--- src/rtl/tbp_pkg.sv ---
`timescale 1ns / 1ps
`default_nettype none
// ---------------------------------------------------------------------------
// Tilt bubble position package
// Field widths, register indexes and reset values shared by the channel
// interfaces and the tilt bubble position block.
// ---------------------------------------------------------------------------
package tbp_pkg;

   // Payload field widths.
   localparam int ACCEL_W = 32;
   localparam int POS_W   = 12;

   // Configuration port shape.
   localparam int CSR_INDEX_W = 2;
   localparam int CSR_DATA_W  = 16;

   // Register widths.
   localparam int ORIGIN_W    = 10;
   localparam int RADIUS_W    = 8;
   localparam int THRESHOLD_W = 16;

   // Fixed-point format of the normalized tilt.
   localparam int Q15_FRAC = 15;
   localparam int NORM_W   = 16;

   // Width of the smoothed pixel offsets.
   localparam int SMOOTH_W = 10;

   // Register indexes.
   localparam logic [CSR_INDEX_W-1:0] CSR_ORIGIN_X        = 2'd0;
   localparam logic [CSR_INDEX_W-1:0] CSR_ORIGIN_Y        = 2'd1;
   localparam logic [CSR_INDEX_W-1:0] CSR_TRAVEL_RADIUS   = 2'd2;
   localparam logic [CSR_INDEX_W-1:0] CSR_LEVEL_THRESHOLD = 2'd3;

   // Register reset values.
   localparam logic [ORIGIN_W-1:0]    ORIGIN_X_RST        = 10'd96;
   localparam logic [ORIGIN_W-1:0]    ORIGIN_Y_RST        = 10'd96;
   localparam logic [RADIUS_W-1:0]    TRAVEL_RADIUS_RST   = 8'd94;
   localparam logic [THRESHOLD_W-1:0] LEVEL_THRESHOLD_RST = 16'd819;

endpackage : tbp_pkg
`default_nettype wire

--- src/rtl/tbp_req_if.sv ---
`timescale 1ns / 1ps
`default_nettype none
// ---------------------------------------------------------------------------
// Sample channel
// Valid/ready channel that carries one accelerometer sample per beat.
// ---------------------------------------------------------------------------
interface tbp_req_if
   import tbp_pkg::*;
   ();

   logic                      valid;
   logic                      ready;
   logic signed [ACCEL_W-1:0] accel_x;
   logic signed [ACCEL_W-1:0] accel_y;
   logic signed [ACCEL_W-1:0] accel_z;

   modport source (output valid, output accel_x, output accel_y, output accel_z,
                   input ready);
   modport sink   (input valid, input accel_x, input accel_y, input accel_z,
                   output ready);

endinterface : tbp_req_if
`default_nettype wire

--- src/rtl/tbp_rsp_if.sv ---
`timescale 1ns / 1ps
`default_nettype none
// ---------------------------------------------------------------------------
// Position channel
// Valid/ready channel that carries one bubble position per beat.
// ---------------------------------------------------------------------------
interface tbp_rsp_if
   import tbp_pkg::*;
   ();

   logic                    valid;
   logic                    ready;
   logic signed [POS_W-1:0] pos_x;
   logic signed [POS_W-1:0] pos_y;
   logic                    is_level;

   modport source (output valid, output pos_x, output pos_y, output is_level,
                   input ready);
   modport sink   (input valid, input pos_x, input pos_y, input is_level,
                   output ready);

endinterface : tbp_rsp_if
`default_nettype wire

--- src/rtl/tilt_bubble_position_unit.sv ---
`timescale 1ns / 1ps
`default_nettype none
// ---------------------------------------------------------------------------
// Tilt bubble position unit
// Turns one accelerometer sample into a smoothed spirit-level bubble position.
// ---------------------------------------------------------------------------
// Usage:
//   Samples arrive on req_bus; a beat is taken when valid and ready are high.
//   Each sample that is not all zero yields one beat on rsp_bus with the
//   bubble position and the level flag; an all-zero sample yields nothing and
//   leaves the smoothing state alone.
//   The block works on one sample at a time and holds req_bus.ready low while
//   busy. Its work runs on the shared restoring subtractor: 16 steps for each
//   Q15 normalization and, only when the offset is pulled back onto the circle,
//   9 steps of the square root and 8 steps for each clamp division, with
//   steps on the shared 16x8 multiplier between them. The result sits in an
//   output register; the block is ready the cycle after and takes the next
//   sample while it waits. If the receiver stalls, the following result waits
//   in its final step until the register is free.
//   Configuration writes on csr_we/csr_index/csr_data take effect at once and
//   belong in idle periods.
//   Synchronous reset restores the register defaults, clears the smoothed
//   offsets and drops any result not yet taken.
// ---------------------------------------------------------------------------
module tilt_bubble_position_unit
   import tbp_pkg::*;
   (
   input  wire logic                   clock,
   input  wire logic                   reset,
   tbp_req_if.sink                     req_bus,
   tbp_rsp_if.source                   rsp_bus,
   input  wire logic                   csr_we,
   input  wire logic [CSR_INDEX_W-1:0] csr_index,
   input  wire logic [CSR_DATA_W-1:0]  csr_data
   );

   // Sequencer states.
   typedef enum logic [10:0] {
      ST_IDLE       = 11'b000_0000_0001,
      ST_MAG        = 11'b000_0000_0010,
      ST_DIVX       = 11'b000_0000_0100,
      ST_DIVY       = 11'b000_0000_1000,
      ST_SCALE      = 11'b000_0001_0000,
      ST_SQUARE     = 11'b000_0010_0000,
      ST_CHECK      = 11'b000_0100_0000,
      ST_SQRT       = 11'b000_1000_0000,
      ST_CLAMP_LOAD = 11'b001_0000_0000,
      ST_CLAMP_DIV  = 11'b010_0000_0000,
      ST_SMOOTH     = 11'b100_0000_0000
   } state_type;

   localparam int MAG_W  = ACCEL_W + 1;
   localparam int SUB_W  = MAG_W + 1;
   localparam int TGT_W  = RADIUS_W;
   localparam int PROD_W = NORM_W + RADIUS_W;
   localparam int SQ_W   = 2 * TGT_W + 1;
   localparam int ROOT_W = TGT_W + 1;
   localparam int CNT_W  = 4;

   localparam logic [CNT_W-1:0] Q15_STEPS_M1   = CNT_W'(NORM_W - 1);
   localparam logic [CNT_W-1:0] SQRT_STEPS_M1  = CNT_W'(SQ_W / 2);
   localparam logic [CNT_W-1:0] CLAMP_STEPS_M1 = CNT_W'(TGT_W - 1);
   localparam logic [SQ_W-1:0]  SQRT_TOP_BIT   = SQ_W'(1) << (SQ_W - 1);

   // Configuration registers.
   logic [ORIGIN_W-1:0]    origin_x_ff, origin_x_in;
   logic [ORIGIN_W-1:0]    origin_y_ff, origin_y_in;
   logic [RADIUS_W-1:0]    radius_ff, radius_in;
   logic [THRESHOLD_W-1:0] threshold_ff, threshold_in;

   // Sequencer and smoothing state.
   state_type                  state_ff, state_in;
   logic [CNT_W-1:0]           cnt_ff, cnt_in;
   logic                       axis_ff, axis_in;
   logic signed [SMOOTH_W-1:0] smooth_x_ff, smooth_x_in;
   logic signed [SMOOTH_W-1:0] smooth_y_ff, smooth_y_in;

   // Working registers of one sample.
   logic [ACCEL_W-1:0] ax_ff, ax_in;
   logic [ACCEL_W-1:0] ay_ff, ay_in;
   logic [ACCEL_W-1:0] az_ff, az_in;
   logic               neg_x_ff, neg_x_in;
   logic               neg_y_ff, neg_y_in;
   logic [MAG_W-1:0]   mag_ff, mag_in;
   logic [MAG_W-1:0]   rem_ff, rem_in;
   logic [NORM_W-1:0]  dlo_ff, dlo_in;
   logic [NORM_W-1:0]  quo_ff, quo_in;
   logic [NORM_W-1:0]  nxm_ff, nxm_in;
   logic [NORM_W-1:0]  nym_ff, nym_in;
   logic [TGT_W-1:0]   txm_ff, txm_in;
   logic [TGT_W-1:0]   tym_ff, tym_in;
   logic [SQ_W-1:0]    d2_ff, d2_in;
   logic [SQ_W-1:0]    res_ff, res_in;
   logic [SQ_W-1:0]    bit_ff, bit_in;
   logic [ROOT_W-1:0]  root_ff, root_in;

   // Output register.
   logic                    rsp_valid_ff, rsp_valid_in;
   logic signed [POS_W-1:0] pos_x_ff, pos_x_in;
   logic signed [POS_W-1:0] pos_y_ff, pos_y_in;
   logic                    level_ff, level_in;

   // Shared datapath signals.
   logic                    req_fire;
   logic                    out_free;
   logic [NORM_W-1:0]       mul_a;
   logic [RADIUS_W-1:0]     mul_b;
   logic [PROD_W-1:0]       mul_p;
   logic [SUB_W-1:0]        sub_a;
   logic [SUB_W-1:0]        sub_b;
   logic [SUB_W:0]          sub_diff;
   logic                    sub_ge;
   logic [SQ_W:0]           sq_trial;
   logic [MAG_W-1:0]        div_rem_nx;
   logic [NORM_W-1:0]       div_quo_nx;
   logic [SQ_W-1:0]         sq_v_nx;
   logic [SQ_W-1:0]         sq_res_nx;
   logic [TGT_W-1:0]        clamp_t;
   logic [2*TGT_W-1:0]      clamp_b;
   logic signed [TGT_W:0]   tgt_x;
   logic signed [TGT_W:0]   tgt_y;
   logic signed [SMOOTH_W-1:0] new_x;
   logic signed [SMOOTH_W-1:0] new_y;

   // (5*old + 3*target) / 8, truncated toward zero.
   function automatic logic signed [SMOOTH_W-1:0] smooth_step(
      input logic signed [SMOOTH_W-1:0] old_v,
      input logic signed [TGT_W:0]      tgt_v);
      logic signed [SMOOTH_W+2:0] sum_v;
      logic signed [SMOOTH_W+2:0] adj_v;
      sum_v = ((SMOOTH_W+3)'(old_v) <<< 2) + (SMOOTH_W+3)'(old_v)
            + ((SMOOTH_W+3)'(tgt_v) <<< 1) + (SMOOTH_W+3)'(tgt_v);
      adj_v = sum_v[SMOOTH_W+2] ? sum_v + (SMOOTH_W+3)'(7) : sum_v;
      smooth_step = SMOOTH_W'(adj_v >>> 3);
   endfunction

   // Sign applied to a pixel offset magnitude.
   function automatic logic signed [TGT_W:0] apply_sign(
      input logic             neg_v,
      input logic [TGT_W-1:0] mag_v);
      logic signed [TGT_W:0] pos_v;
      pos_v = $signed({1'b0, mag_v});
      apply_sign = neg_v ? -pos_v : pos_v;
   endfunction

   // Handshakes.
   assign req_bus.ready = (state_ff == ST_IDLE);
   assign req_fire      = req_bus.valid && req_bus.ready;
   assign out_free      = !rsp_valid_ff || rsp_bus.ready;

   assign rsp_bus.valid    = rsp_valid_ff;
   assign rsp_bus.pos_x    = pos_x_ff;
   assign rsp_bus.pos_y    = pos_y_ff;
   assign rsp_bus.is_level = level_ff;

   // Configuration writes.
   always_comb begin
      origin_x_in  = origin_x_ff;
      origin_y_in  = origin_y_ff;
      radius_in    = radius_ff;
      threshold_in = threshold_ff;
      if (csr_we) begin
         unique case (csr_index)
            CSR_ORIGIN_X:        origin_x_in  = csr_data[ORIGIN_W-1:0];
            CSR_ORIGIN_Y:        origin_y_in  = csr_data[ORIGIN_W-1:0];
            CSR_TRAVEL_RADIUS:   radius_in    = csr_data[RADIUS_W-1:0];
            CSR_LEVEL_THRESHOLD: threshold_in = csr_data[THRESHOLD_W-1:0];
            default:             origin_x_in  = origin_x_ff;
         endcase
      end
   end

   // Shared multiplier operand selection.
   always_comb begin
      clamp_t = axis_ff ? tym_ff : txm_ff;
      mul_a   = {(NORM_W-TGT_W)'(0), clamp_t};
      mul_b   = radius_ff;
      case (state_ff)
         ST_SCALE:  mul_a = axis_ff ? nym_ff : nxm_ff;
         ST_SQUARE: mul_b = clamp_t;
         ST_CHECK:  mul_a = {(NORM_W-RADIUS_W)'(0), radius_ff};
         default:   mul_a = {(NORM_W-TGT_W)'(0), clamp_t};
      endcase
   end

   assign mul_p   = mul_a * mul_b;
   assign clamp_b = mul_p[2*TGT_W-1:0];

   // Shared restoring subtractor: divider step or square-root step.
   assign sq_trial = {1'b0, res_ff} + {1'b0, bit_ff};

   always_comb begin
      sub_a = {rem_ff, dlo_ff[NORM_W-1]};
      sub_b = {1'b0, mag_ff};
      case (state_ff)
         ST_CLAMP_DIV: sub_b = {(SUB_W-ROOT_W)'(0), root_ff};
         ST_SQRT: begin
            sub_a = {(SUB_W-SQ_W)'(0), rem_ff[SQ_W-1:0]};
            sub_b = {(SUB_W-SQ_W-1)'(0), sq_trial};
         end
         default: sub_b = {1'b0, mag_ff};
      endcase
   end

   assign sub_diff   = {1'b0, sub_a} - {1'b0, sub_b};
   assign sub_ge     = !sub_diff[SUB_W];
   assign div_rem_nx = sub_ge ? sub_diff[MAG_W-1:0] : sub_a[MAG_W-1:0];
   assign div_quo_nx = {quo_ff[NORM_W-2:0], sub_ge};
   assign sq_v_nx    = sub_ge ? sub_diff[SQ_W-1:0] : rem_ff[SQ_W-1:0];
   assign sq_res_nx  = sub_ge ? (res_ff >> 1) + bit_ff : res_ff >> 1;

   // Smoothing of the final targets.
   assign tgt_x = apply_sign(neg_x_ff, txm_ff);
   assign tgt_y = apply_sign(neg_y_ff, tym_ff);
   assign new_x = smooth_step(smooth_x_ff, tgt_x);
   assign new_y = smooth_step(smooth_y_ff, tgt_y);

   // Sequencer.
   always_comb begin
      state_in     = state_ff;
      cnt_in       = cnt_ff;
      axis_in      = axis_ff;
      smooth_x_in  = smooth_x_ff;
      smooth_y_in  = smooth_y_ff;
      ax_in        = ax_ff;
      ay_in        = ay_ff;
      az_in        = az_ff;
      neg_x_in     = neg_x_ff;
      neg_y_in     = neg_y_ff;
      mag_in       = mag_ff;
      rem_in       = rem_ff;
      dlo_in       = dlo_ff;
      quo_in       = quo_ff;
      nxm_in       = nxm_ff;
      nym_in       = nym_ff;
      txm_in       = txm_ff;
      tym_in       = tym_ff;
      d2_in        = d2_ff;
      res_in       = res_ff;
      bit_in       = bit_ff;
      root_in      = root_ff;
      rsp_valid_in = rsp_valid_ff && !rsp_bus.ready;
      pos_x_in     = pos_x_ff;
      pos_y_in     = pos_y_ff;
      level_in     = level_ff;

      unique case (state_ff)
         ST_IDLE: begin
            if (req_fire) begin
               ax_in    = req_bus.accel_x[ACCEL_W-1] ? -req_bus.accel_x : req_bus.accel_x;
               ay_in    = req_bus.accel_y[ACCEL_W-1] ? -req_bus.accel_y : req_bus.accel_y;
               az_in    = req_bus.accel_z[ACCEL_W-1] ? -req_bus.accel_z : req_bus.accel_z;
               neg_x_in = req_bus.accel_x[ACCEL_W-1];
               neg_y_in = !req_bus.accel_y[ACCEL_W-1];
               state_in = ST_MAG;
            end
         end

         // L1 magnitude; the x division is loaded alongside.
         ST_MAG: begin
            mag_in = {1'b0, ax_ff} + {1'b0, ay_ff} + {1'b0, az_ff};
            rem_in = {2'b00, ax_ff[ACCEL_W-1:1]};
            dlo_in = {ax_ff[0], (NORM_W-1)'(0)};
            quo_in = '0;
            cnt_in = Q15_STEPS_M1;
            if (ax_ff == '0 && ay_ff == '0 && az_ff == '0) begin
               state_in = ST_IDLE;
            end else begin
               state_in = ST_DIVX;
            end
         end

         ST_DIVX: begin
            rem_in = div_rem_nx;
            dlo_in = dlo_ff << 1;
            quo_in = div_quo_nx;
            cnt_in = cnt_ff - 1'b1;
            if (cnt_ff == '0) begin
               nxm_in   = div_quo_nx;
               rem_in   = {2'b00, ay_ff[ACCEL_W-1:1]};
               dlo_in   = {ay_ff[0], (NORM_W-1)'(0)};
               quo_in   = '0;
               cnt_in   = Q15_STEPS_M1;
               state_in = ST_DIVY;
            end
         end

         ST_DIVY: begin
            rem_in = div_rem_nx;
            dlo_in = dlo_ff << 1;
            quo_in = div_quo_nx;
            cnt_in = cnt_ff - 1'b1;
            if (cnt_ff == '0) begin
               nym_in   = div_quo_nx;
               axis_in  = 1'b0;
               state_in = ST_SCALE;
            end
         end

         // Pixel offsets: n * radius / 2^15.
         ST_SCALE: begin
            if (axis_ff) begin
               tym_in   = mul_p[Q15_FRAC+TGT_W-1:Q15_FRAC];
               axis_in  = 1'b0;
               state_in = ST_SQUARE;
            end else begin
               txm_in  = mul_p[Q15_FRAC+TGT_W-1:Q15_FRAC];
               axis_in = 1'b1;
            end
         end

         // Squared distance.
         ST_SQUARE: begin
            if (axis_ff) begin
               d2_in    = d2_ff + {1'b0, mul_p[2*TGT_W-1:0]};
               axis_in  = 1'b0;
               state_in = ST_CHECK;
            end else begin
               d2_in   = {1'b0, mul_p[2*TGT_W-1:0]};
               axis_in = 1'b1;
            end
         end

         // Compare against radius squared; start the root if outside.
         ST_CHECK: begin
            if (d2_ff > {1'b0, mul_p[2*RADIUS_W-1:0]}) begin
               rem_in   = {(MAG_W-SQ_W)'(0), d2_ff};
               res_in   = '0;
               bit_in   = SQRT_TOP_BIT;
               cnt_in   = SQRT_STEPS_M1;
               state_in = ST_SQRT;
            end else begin
               state_in = ST_SMOOTH;
            end
         end

         ST_SQRT: begin
            rem_in = {(MAG_W-SQ_W)'(0), sq_v_nx};
            res_in = sq_res_nx;
            bit_in = bit_ff >> 2;
            cnt_in = cnt_ff - 1'b1;
            if (cnt_ff == '0) begin
               root_in  = sq_res_nx[ROOT_W-1:0];
               axis_in  = 1'b0;
               state_in = ST_CLAMP_LOAD;
            end
         end

         // Load t * radius into the divider; the quotient stays below 2^8.
         ST_CLAMP_LOAD: begin
            rem_in   = {(MAG_W-TGT_W)'(0), clamp_b[2*TGT_W-1:TGT_W]};
            dlo_in   = {clamp_b[TGT_W-1:0], (NORM_W-TGT_W)'(0)};
            quo_in   = '0;
            cnt_in   = CLAMP_STEPS_M1;
            state_in = ST_CLAMP_DIV;
         end

         ST_CLAMP_DIV: begin
            rem_in = div_rem_nx;
            dlo_in = dlo_ff << 1;
            quo_in = div_quo_nx;
            cnt_in = cnt_ff - 1'b1;
            if (cnt_ff == '0) begin
               if (axis_ff) begin
                  tym_in   = div_quo_nx[TGT_W-1:0];
                  state_in = ST_SMOOTH;
               end else begin
                  txm_in   = div_quo_nx[TGT_W-1:0];
                  axis_in  = 1'b1;
                  state_in = ST_CLAMP_LOAD;
               end
            end
         end

         // Update the smoothed offsets and post the result.
         ST_SMOOTH: begin
            if (out_free) begin
               smooth_x_in  = new_x;
               smooth_y_in  = new_y;
               pos_x_in     = $signed({2'b00, origin_x_ff})
                            + $signed({{(POS_W-SMOOTH_W){new_x[SMOOTH_W-1]}}, new_x});
               pos_y_in     = $signed({2'b00, origin_y_ff})
                            + $signed({{(POS_W-SMOOTH_W){new_y[SMOOTH_W-1]}}, new_y});
               level_in     = (nxm_ff < threshold_ff) && (nym_ff < threshold_ff);
               rsp_valid_in = 1'b1;
               state_in     = ST_IDLE;
            end
         end

         default: state_in = ST_IDLE;
      endcase
   end

   // Control registers.
   always_ff @(posedge clock) begin
      if (reset) begin
         origin_x_ff  <= ORIGIN_X_RST;
         origin_y_ff  <= ORIGIN_Y_RST;
         radius_ff    <= TRAVEL_RADIUS_RST;
         threshold_ff <= LEVEL_THRESHOLD_RST;
         state_ff     <= ST_IDLE;
         cnt_ff       <= '0;
         axis_ff      <= 1'b0;
         smooth_x_ff  <= '0;
         smooth_y_ff  <= '0;
         rsp_valid_ff <= 1'b0;
      end else begin
         origin_x_ff  <= origin_x_in;
         origin_y_ff  <= origin_y_in;
         radius_ff    <= radius_in;
         threshold_ff <= threshold_in;
         state_ff     <= state_in;
         cnt_ff       <= cnt_in;
         axis_ff      <= axis_in;
         smooth_x_ff  <= smooth_x_in;
         smooth_y_ff  <= smooth_y_in;
         rsp_valid_ff <= rsp_valid_in;
      end
   end

   // Datapath registers.
   always_ff @(posedge clock) begin
      ax_ff    <= ax_in;
      ay_ff    <= ay_in;
      az_ff    <= az_in;
      neg_x_ff <= neg_x_in;
      neg_y_ff <= neg_y_in;
      mag_ff   <= mag_in;
      rem_ff   <= rem_in;
      dlo_ff   <= dlo_in;
      quo_ff   <= quo_in;
      nxm_ff   <= nxm_in;
      nym_ff   <= nym_in;
      txm_ff   <= txm_in;
      tym_ff   <= tym_in;
      d2_ff    <= d2_in;
      res_ff   <= res_in;
      bit_ff   <= bit_in;
      root_ff  <= root_in;
      pos_x_ff <= pos_x_in;
      pos_y_ff <= pos_y_in;
      level_ff <= level_in;
   end

`ifndef ASSERT_OFF
   // An accepted sample always starts with the magnitude step.
   a_accept_to_mag: assert property (@(posedge clock) disable iff (reset)
      req_fire |=> (state_ff == ST_MAG))
      else $error("accepted sample did not enter the magnitude step");

   // The clamp divisor is the root of a distance above the radius, never zero.
   a_clamp_divisor: assert property (@(posedge clock) disable iff (reset)
      (state_ff == ST_CLAMP_DIV) |-> (root_ff != '0))
      else $error("clamp division started with a zero divisor");

   // A normalized tilt never exceeds one in Q15.
   a_q15_range: assert property (@(posedge clock) disable iff (reset)
      (state_ff == ST_SCALE) |-> (nxm_ff <= 16'd32768 && nym_ff <= 16'd32768))
      else $error("normalized tilt out of range");

   // Finishing a sample with a free output register posts a result beat.
   a_result_posted: assert property (@(posedge clock) disable iff (reset)
      (state_ff == ST_SMOOTH && out_free) |=> (rsp_valid_ff && state_ff == ST_IDLE))
      else $error("finished sample did not post a result beat");
`endif

endmodule : tilt_bubble_position_unit
`default_nettype wire

--- src/flat_wrapper.sv ---
// flat-port wrapper written by rule: the top's interface ports become plain ports
module tilt_bubble_position_unit_flat import tbp_pkg::*;
  (clock, reset, csr_we, csr_index, csr_data, req_bus_valid, req_bus_accel_x, req_bus_accel_y, req_bus_accel_z, req_bus_ready, rsp_bus_valid, rsp_bus_pos_x, rsp_bus_pos_y, rsp_bus_is_level, rsp_bus_ready);
  tbp_req_if req_bus_i ();
  tbp_rsp_if rsp_bus_i ();
  input  wire logic clock;
  input  wire logic reset;
  input  wire logic csr_we;
  input  wire logic [CSR_INDEX_W-1:0] csr_index;
  input  wire logic [CSR_DATA_W-1:0] csr_data;
  input wire logic [$bits(req_bus_i.valid)-1:0] req_bus_valid;
  input wire logic [$bits(req_bus_i.accel_x)-1:0] req_bus_accel_x;
  input wire logic [$bits(req_bus_i.accel_y)-1:0] req_bus_accel_y;
  input wire logic [$bits(req_bus_i.accel_z)-1:0] req_bus_accel_z;
  output wire logic [$bits(req_bus_i.ready)-1:0] req_bus_ready;
  output wire logic [$bits(rsp_bus_i.valid)-1:0] rsp_bus_valid;
  output wire logic [$bits(rsp_bus_i.pos_x)-1:0] rsp_bus_pos_x;
  output wire logic [$bits(rsp_bus_i.pos_y)-1:0] rsp_bus_pos_y;
  output wire logic [$bits(rsp_bus_i.is_level)-1:0] rsp_bus_is_level;
  input wire logic [$bits(rsp_bus_i.ready)-1:0] rsp_bus_ready;
  assign req_bus_i.valid = req_bus_valid;
  assign req_bus_i.accel_x = req_bus_accel_x;
  assign req_bus_i.accel_y = req_bus_accel_y;
  assign req_bus_i.accel_z = req_bus_accel_z;
  assign req_bus_ready = req_bus_i.ready;
  assign rsp_bus_valid = rsp_bus_i.valid;
  assign rsp_bus_pos_x = rsp_bus_i.pos_x;
  assign rsp_bus_pos_y = rsp_bus_i.pos_y;
  assign rsp_bus_is_level = rsp_bus_i.is_level;
  assign rsp_bus_i.ready = rsp_bus_ready;
  tilt_bubble_position_unit u_core (.clock(clock), .reset(reset), .req_bus(req_bus_i), .rsp_bus(rsp_bus_i), .csr_we(csr_we), .csr_index(csr_index), .csr_data(csr_data));
endmodule
--- config.mk ---
export PLATFORM = sky130hd
export DESIGN_NAME = tilt_bubble_position_unit_flat
export DESIGN_NICKNAME = d
export VERILOG_FILES = /design/src/rtl/tbp_pkg.sv /design/src/rtl/tbp_req_if.sv /design/src/rtl/tbp_rsp_if.sv /design/src/rtl/tilt_bubble_position_unit.sv /design/src/flat_wrapper.sv
export SDC_FILE = /design/constraint.sdc
export NUM_CORES = 2
export LEC_CHECK = 0
export ABC_AREA = 1
export BUFFER_PORTS_ARGS = -buffer_cell sky130_fd_sc_hd__buf_2
export CORE_UTILIZATION = 50
export DETAILED_ROUTE_END_ITERATION = 12
export GPL_TIMING_DRIVEN = 1
export PLACE_DENSITY = 0.69
export SYNTH_ARGS = -nofsm -noshare
export SYNTH_HDL_FRONTEND = slang
export SYNTH_SLANG_ARGS = --single-unit
--- constraint.sdc ---
create_clock -name clock -period 24.1 [get_ports clock]
set_clock_uncertainty 0.05 [all_clocks]
set_input_delay 1.205 -clock clock [delete_from_list [all_inputs] [get_ports clock]]
set_output_delay 1.205 -clock clock [all_outputs]
set_load 0.1 [all_outputs]
* After elaboration in Yosys (flattened, before gate mapping)
Cells that the tools add are included.
** Word-level totals
- Register bits :: 409
- Word-level logic and storage cells :: 190
** Operators by class
- Multiplexer cells :: 57
- $add $sub $neg :: 22
- Reduce and logical (&&, ||, !) cells :: 44
- $mul :: 1
- $lt $le $gt $ge :: 3
- Eq/ne operators :: 28
** Operator list (count)
- $pmux 33 s6 :: 1
- $pmux 11 s11 :: 1
- $mux 11 :: 10
- $mux 33 :: 3
- $logic_not 32->1 :: 3
- $neg 32->32 :: 3
- $mux 31 :: 3
- $mux 17 :: 4
- $pmux 17 s2 :: 2
- $pmux 33 s2 :: 1
- $mux 8 :: 8
- $pmux 16 s4 :: 1
- $mux 16 :: 3
- $pmux 15 s3 :: 1
- $sub 34x33->35 :: 1
- $mux 34 :: 1
- $add 32x32->33 :: 1
- $add 33x32->33 :: 1
- $lt 16x16->1 :: 2
- $pmux 16 s2 :: 1
- $pmux 8 s2 :: 2
- $add 12x10->13 :: 2
- $add 13x10->13 :: 2
- $add 13x4->13 const B :: 2
- 48 further kinds :: 96

* Depth between registers and ports, before layout
- Depth after elaboration :: 7
- Gate-level depth with buffers :: 42
- Depth with buffers taken out :: 41

* Worst setup path before layout
Ideal clock, no wire load.
- Kind :: register to register
- From :: register u_core.state_ff[8]
- To :: register u_core.bit_ff[0], enable pin
- Required time :: 23.632 ns
- Path slack :: 16.152 ns
- Period minus slack after synthesis :: 7.948 ns
- Buffers on the path :: 1
- Library setup time :: 0.418 ns
- Stages on the path, launching flop included :: 34
- Data arrival time :: 7.480 ns
- Cells stage by stage :: dfxtp_1 > nor2_4 > nand2_4 > inv_2 > nand2_2 > nor2_4 > buf_6 > inv_2 > or2_1 > o21ai_2 > inv_2 > nand3_1 > fa_1 > fa_1 > inv_1 > fa_1 > inv_1 > fa_1 > inv_1 > ha_1 > a21oi_1 > inv_1 > o21ai_0 > nand3_1 > xor2_1 > inv_1 > ha_1 > inv_1 > nand2_1 > nor3_1 > nand4_1 > nand3_1 > nand2_1 > a21oi_1
** On the way
- Longest elaborated chain between the ends :: 6
** RTL lines
- start: declaration :: RTL line tilt_bubble_position_unit.sv:72 : state_type state_ff, state_in;
- start signal: assignment :: RTL line tilt_bubble_position_unit.sv:412 : state_ff <= state_in;
- $eq 11x7->1 (tied with other cells) :: RTL line tilt_bubble_position_unit.sv:178, tilt_bubble_position_unit.sv:247
- $pmux 16 s2 / $mux 8 (equally long branches) :: RTL line tilt_bubble_position_unit.sv:178 : case (state_ff)
- $mul 16x8->23 :: RTL line tilt_bubble_position_unit.sv:186 : assign mul_p = mul_a * mul_b;
- $gt 17x16->1 :: RTL line tilt_bubble_position_unit.sv:326 : if (d2_ff > {1'b0, mul_p[2*RADIUS_W-1:0]}) begin
- $ne 2x1->1 (no line)
- $reduce_and 2->1 (no line) (*)
- end signal: assignment :: RTL line tilt_bubble_position_unit.sv:438 : bit_ff <= bit_in;
- end: declaration :: RTL line tilt_bubble_position_unit.sv:94 : logic [SQ_W-1:0] bit_ff, bit_in;
Mark *: on every way between the ends. The rest lies on a longest branch, timed or not.
A chain may end at the register's enable or synchronous reset.

* Worst setup path in the final report
- From :: register u_core.state_ff[8]
- To :: register u_core.rem_ff[20], enable pin
** On the way
- Longest elaborated chain between the ends :: 6
** RTL lines
- $eq 11x7->1 (tied with other cells) :: RTL line tilt_bubble_position_unit.sv:178, tilt_bubble_position_unit.sv:247
- $pmux 16 s2 / $mux 8 (equally long branches) :: RTL line tilt_bubble_position_unit.sv:178
- $mul 16x8->23 :: RTL line tilt_bubble_position_unit.sv:186
- $gt 17x16->1 :: RTL line tilt_bubble_position_unit.sv:326
- $ne 2x1->1 (no line)
- $reduce_and 2->1 (no line) (*)
- end signal: assignment :: RTL line tilt_bubble_position_unit.sv:429 : rem_ff <= rem_in;
- end: declaration :: RTL line tilt_bubble_position_unit.sv:85 : logic [MAG_W-1:0] rem_ff, rem_in;
Marked as above.

==> metrics list <==
- The run finished with clean final reports.
* Cell area power density: between 100 and 150 mW/mm2
* Number of DRC violations after detailed-routing iteration 0: ~2.2k
* Path type of the worst min-delay path: flip-flop to flip-flop
- In this run the power spent charging and discharging nets is ~1.9 mW.
- The worst setup path is launched from a flip-flop.
* Number of inserted filler cells in the final layout: about 6.3k
- The complex-gate fraction of the synthesized area was 0.112.
- The finished layout holds roughly 5.4k standard cells, fillers aside.
- Root Driver: sky130_fd_sc_hd__clkbuf_16
- The worst setup path is of the flip-flop to flip-flop kind.
- Global routing finished with a remaining overflow of 0.
* Sum of routed wire length over all layers: between 90 and 100 mm
- Proportion of netlist area held by the largest area contributor: 0.278
* Number of warnings printed during yosys synthesis: 0
- Arrival time of the worst setup path: 9.14 ns
* Via density: around 5.4
* Die X: between 200 and 300 um
- After detailed placement, the design holds a cell count of 5,310.
- Vertical die dimension: roughly 260 um
* Ant diodes: 0
- Hold repair after CTS inserted 0 buffers.
* Row Count: 94
* Main area contributors after synthesis: sky130_fd_sc_hd__edfxtp_1 28%, sky130_fd_sc_hd__nand2_1 10%, sky130_fd_sc_hd__ha_1 9.2%
- Post-detailed-placement half-perimeter wirelength: about 76 mm
* Total power of the final layout: 3.98 mW
- All-layer global routing usage: 0.278
- Yosys top cell by area: sky130_fd_sc_hd__edfxtp_1
* TritonCTS clock tree: done
- Synthesis produced a netlist whose cell count is roughly 4.4k.
- Final weighted congestion in routability-driven placement: around 0.98
- Summing every instance area after synthesis gives around 0.034 mm2.
* Largest fanout on the critical path: 29
* CTS sink cnt: between 300 and 400
- Via count of the first global-routing pass: about 28k
* Peak VDD IR: slightly below 0.00006 V
- Final clock period utilization by the worst path: 0.373
- Number of flops mapped to enable cells by yosys: 312
- Clock-pin slew on the worst setup and hold paths: around 0.060 ns
- Sequential group share of total power: 0.260
- After synthesis, the share of flip-flops with an asynchronous set or reset is 0.
* Largest net degree at the start of global routing: 62
* I/O pin cnt: ~150
* DRC Markers: 0
- Of the total synthesized cell area, the portion taken by XOR and XNOR cells is 0.0481.
- For the pin with the worst max-slew slack, the measured transition is roughly 1.2 ns.
* Util after Layout: 0.555
- Fraction of final layout cells sized beyond drive strength 1: 0.0702
- Top flip-flop cell by instance count after synthesis: sky130_fd_sc_hd__edfxtp_1
- Once the clock tree was built, the resizer swapped 0 gates to a different size.
* Antenna violation net count after detailed routing: 0
- Commonest cells post-synth: 939 x sky130_fd_sc_hd__nand2_1, 679 x sky130_fd_sc_hd__inv_1, 518 x sky130_fd_sc_hd__nor2_1
- Averaged over all synthesized cells, the footprint is ~7.7 um2.
* Post-synthesis sequential area ratio: 0.326
- Maximum root-to-sink buffer count: 3
- The total area inside the core boundary comes to about 0.066 mm2.
* Post-Syn Nets: about 4.9k
* Upper clock frequency limit: around 110 MHz
- Maximum capacitance violations: 0
- Post-CTS Repair Setup Buffers: 0
- Syn-to-layout area delta: 9.19%
- The share of total power dissipated in combinational logic is 0.565.
- Net switching fraction of the power: 0.470
- Dominant combinational cell family by area after synthesis: simple AND/OR/NAND/NOR gates
- Wire length per cell: between 15 and 20 um
- The worst setup path is captured at a flip-flop.
- In this design, the stage delay of the slowest critical-path cell is around 0.7 ns.
* Number of iterations in the first detailed-routing pass: 6
- Internal power contribution: 2.11 mW
* CTS H-tree depth: 2
- DR vias: approximately 29k
- The first global-routing pass estimated 149 mm of wire.
- Setup TNS: 0 ns
- Distinct cell type count of the synthesized netlist: 60
- Max-slew headroom at the worst pin: 0.207
- In this run, CTS created clock tree buffers numbering 46.
- The initial antenna violation count was 1.
- Among all cell types in the netlist, the one instantiated most often is sky130_fd_sc_hd__nand2_1.
- Post-Synth Simple-Gate Area: 0.241
* Count of buffers inserted at the top-level ports: about 150
- Setup violations remaining at the end of the flow were counted as 0.
- Initial core utilization: 0.509
- Cell type with the highest occurrence count on the critical path: sky130_fd_sc_hd__inv_1
* Minimum clock period after layout: 8.98 ns
* Fraction of the mapped netlist area in adder cells: 0.184
* WP data required: 24.26 ns
- Reported leakage power: ~17 nW
* Proportion of synthesized area in mux cells: 0.000297
- The count of final max-slew check failures is 0.
- The later pin in the worst-skew pair is clocked with a latency of 0.61 ns.
- After synthesis the netlist holds a flip-flop and latch count of 393.
- Fraction of power consumed by the clock network: 0.176
* Overall die area: a little under 0.07 mm2
- Number of nets in the final layout: ~5.0k
- Final hold violations: 0
* RSZ-0062 raised after global routing: no
* Slowest-stage cell, CP: sky130_fd_sc_hd__nor2_4
==> sequential cells by signal (all words and copies together), names as in the netlist, 12 cells and up <==
register	flops
u_core.ax_ff	32
u_core.ay_ff	32
u_core.az_ff	32
u_core.d2_ff	17
u_core.mag_ff	33
u_core.nxm_ff	16
u_core.nym_ff	16
u_core.quo_ff	15
u_core.rem_ff	33
u_core.res_ff	17
u_core.rsp_bus.pos_x	12
u_core.rsp_bus.pos_y	12
u_core.threshold_ff	16
==> cell families (layout without fill, tap and decap cells) <==
family	after synthesis	after routing
simple gates	1929	1929
compound gates	685	685
mux	1	1
fa+ha+maj	402	402
buf+inv	773	937
xor+xnor	185	185
flops	393	393
==> layout by cell type, fill, tap and decap left out, types with 11 or more instances in the layout <==
master / synthesis / final
sky130_fd_sc_hd__a21o_1: 13 / 13
sky130_fd_sc_hd__a21oi_1: 293 / 292
sky130_fd_sc_hd__a31oi_1: 18 / 17
sky130_fd_sc_hd__buf_2: 25 / 145
sky130_fd_sc_hd__buf_4: 7 / 18
sky130_fd_sc_hd__clkbuf_16: 0 / 47
sky130_fd_sc_hd__dfxtp_1: 81 / 81
sky130_fd_sc_hd__edfxtp_1: 312 / 312
sky130_fd_sc_hd__fa_1: 154 / 154
sky130_fd_sc_hd__ha_1: 248 / 248
sky130_fd_sc_hd__inv_1: 679 / 678
sky130_fd_sc_hd__nand2_1: 939 / 939
sky130_fd_sc_hd__nand3_1: 248 / 248
sky130_fd_sc_hd__nand3b_1: 13 / 13
sky130_fd_sc_hd__nand4_1: 65 / 65
sky130_fd_sc_hd__nor2_1: 518 / 517
sky130_fd_sc_hd__nor3_1: 55 / 55
sky130_fd_sc_hd__nor4_1: 24 / 23
sky130_fd_sc_hd__o21ai_0: 252 / 252
sky130_fd_sc_hd__o21bai_1: 19 / 19
sky130_fd_sc_hd__o22ai_1: 11 / 11
sky130_fd_sc_hd__or2_2: 23 / 23
sky130_fd_sc_hd__xnor2_1: 55 / 55
sky130_fd_sc_hd__xor2_1: 130 / 130
==> final timing paths <==
| kind | from | endpoint | slack (ns) | depth (start not counted) |
|---|---|---|---|---|
| hold reg to reg | u_core.origin_x_ff[6] | u_core.origin_x_ff[6] | 0.42 | 2 |
| hold / removal | u_core.origin_x_ff[6] | u_core.origin_x_ff[6] | 0.42 | 2 |
| setup / recovery | u_core.state_ff[8] | u_core.rem_ff[20] | 15.12 | 33 |
| setup reg to reg | u_core.state_ff[8] | u_core.rem_ff[20] | 15.12 | 33 |
==> per-layer routing <==
metal | track usage | part of all wire | up-vias
met5 | 0 | 0.00013 | -
met4 | 0.0964 | 0.036 | 2
met3 | 0.0324 | 0.057 | 185
met2 | 0.487 | 0.48 | 931
met1 | 0.353 | 0.43 | 13600
li1 | - | - | 14600
==> metrics by stage <==
step / area, um2 / hold WS (ns) / worst slack (ns)
global placement: 35300 / 0.397 / 15.45
floorplan: 33700 / 0.371 / 16.15
detailed placement: 35300 / 0.403 / 15.25
CTS: 36800 / 0.423 / 15.18
finish: 36800 / 0.420 / 15.12
global route: 36800 / 0.431 / 14.50
==> worst max-delay path, delay by kind of cell, from the launching register on <==
family,cells,cell delay (ns)
adders and majority gates,6,2.79
buffers and inverters,10,1.67
AOI/OAI and AO/OA,3,0.71
and+or+nand+nor,13,2.62
xor gates and xnor gates,1,0.34
DFF,1,0.37
==> final cells by class <==
type	instances	area [um2]	area share
multi-input cells	3202	19700	0.537
clock buffers	54	1210	0.0330
inverters	688	2580	0.0703
clock inverters	32	303	0.00824
flip-flops and latches	393	11000	0.299
repair buffers	163	861	0.0234
well taps	864	1080	0.0294
==> power by group through the flow <==
stage | Sequential (mW) | Clock (mW) | Combinational [mW]
final | 1.03 | 0.700 | 2.25
after global routing | 1.05 | 0.738 | 2.54
after CTS | 1.03 | 0.712 | 2.23
after detailed placement | 1.05 | 0 | 2.22
after global placement | 1.04 | 0 | 2.20
after floorplan | 1.02 | 0 | 1.68
Note: power is estimated with default switching activity, not from simulation.
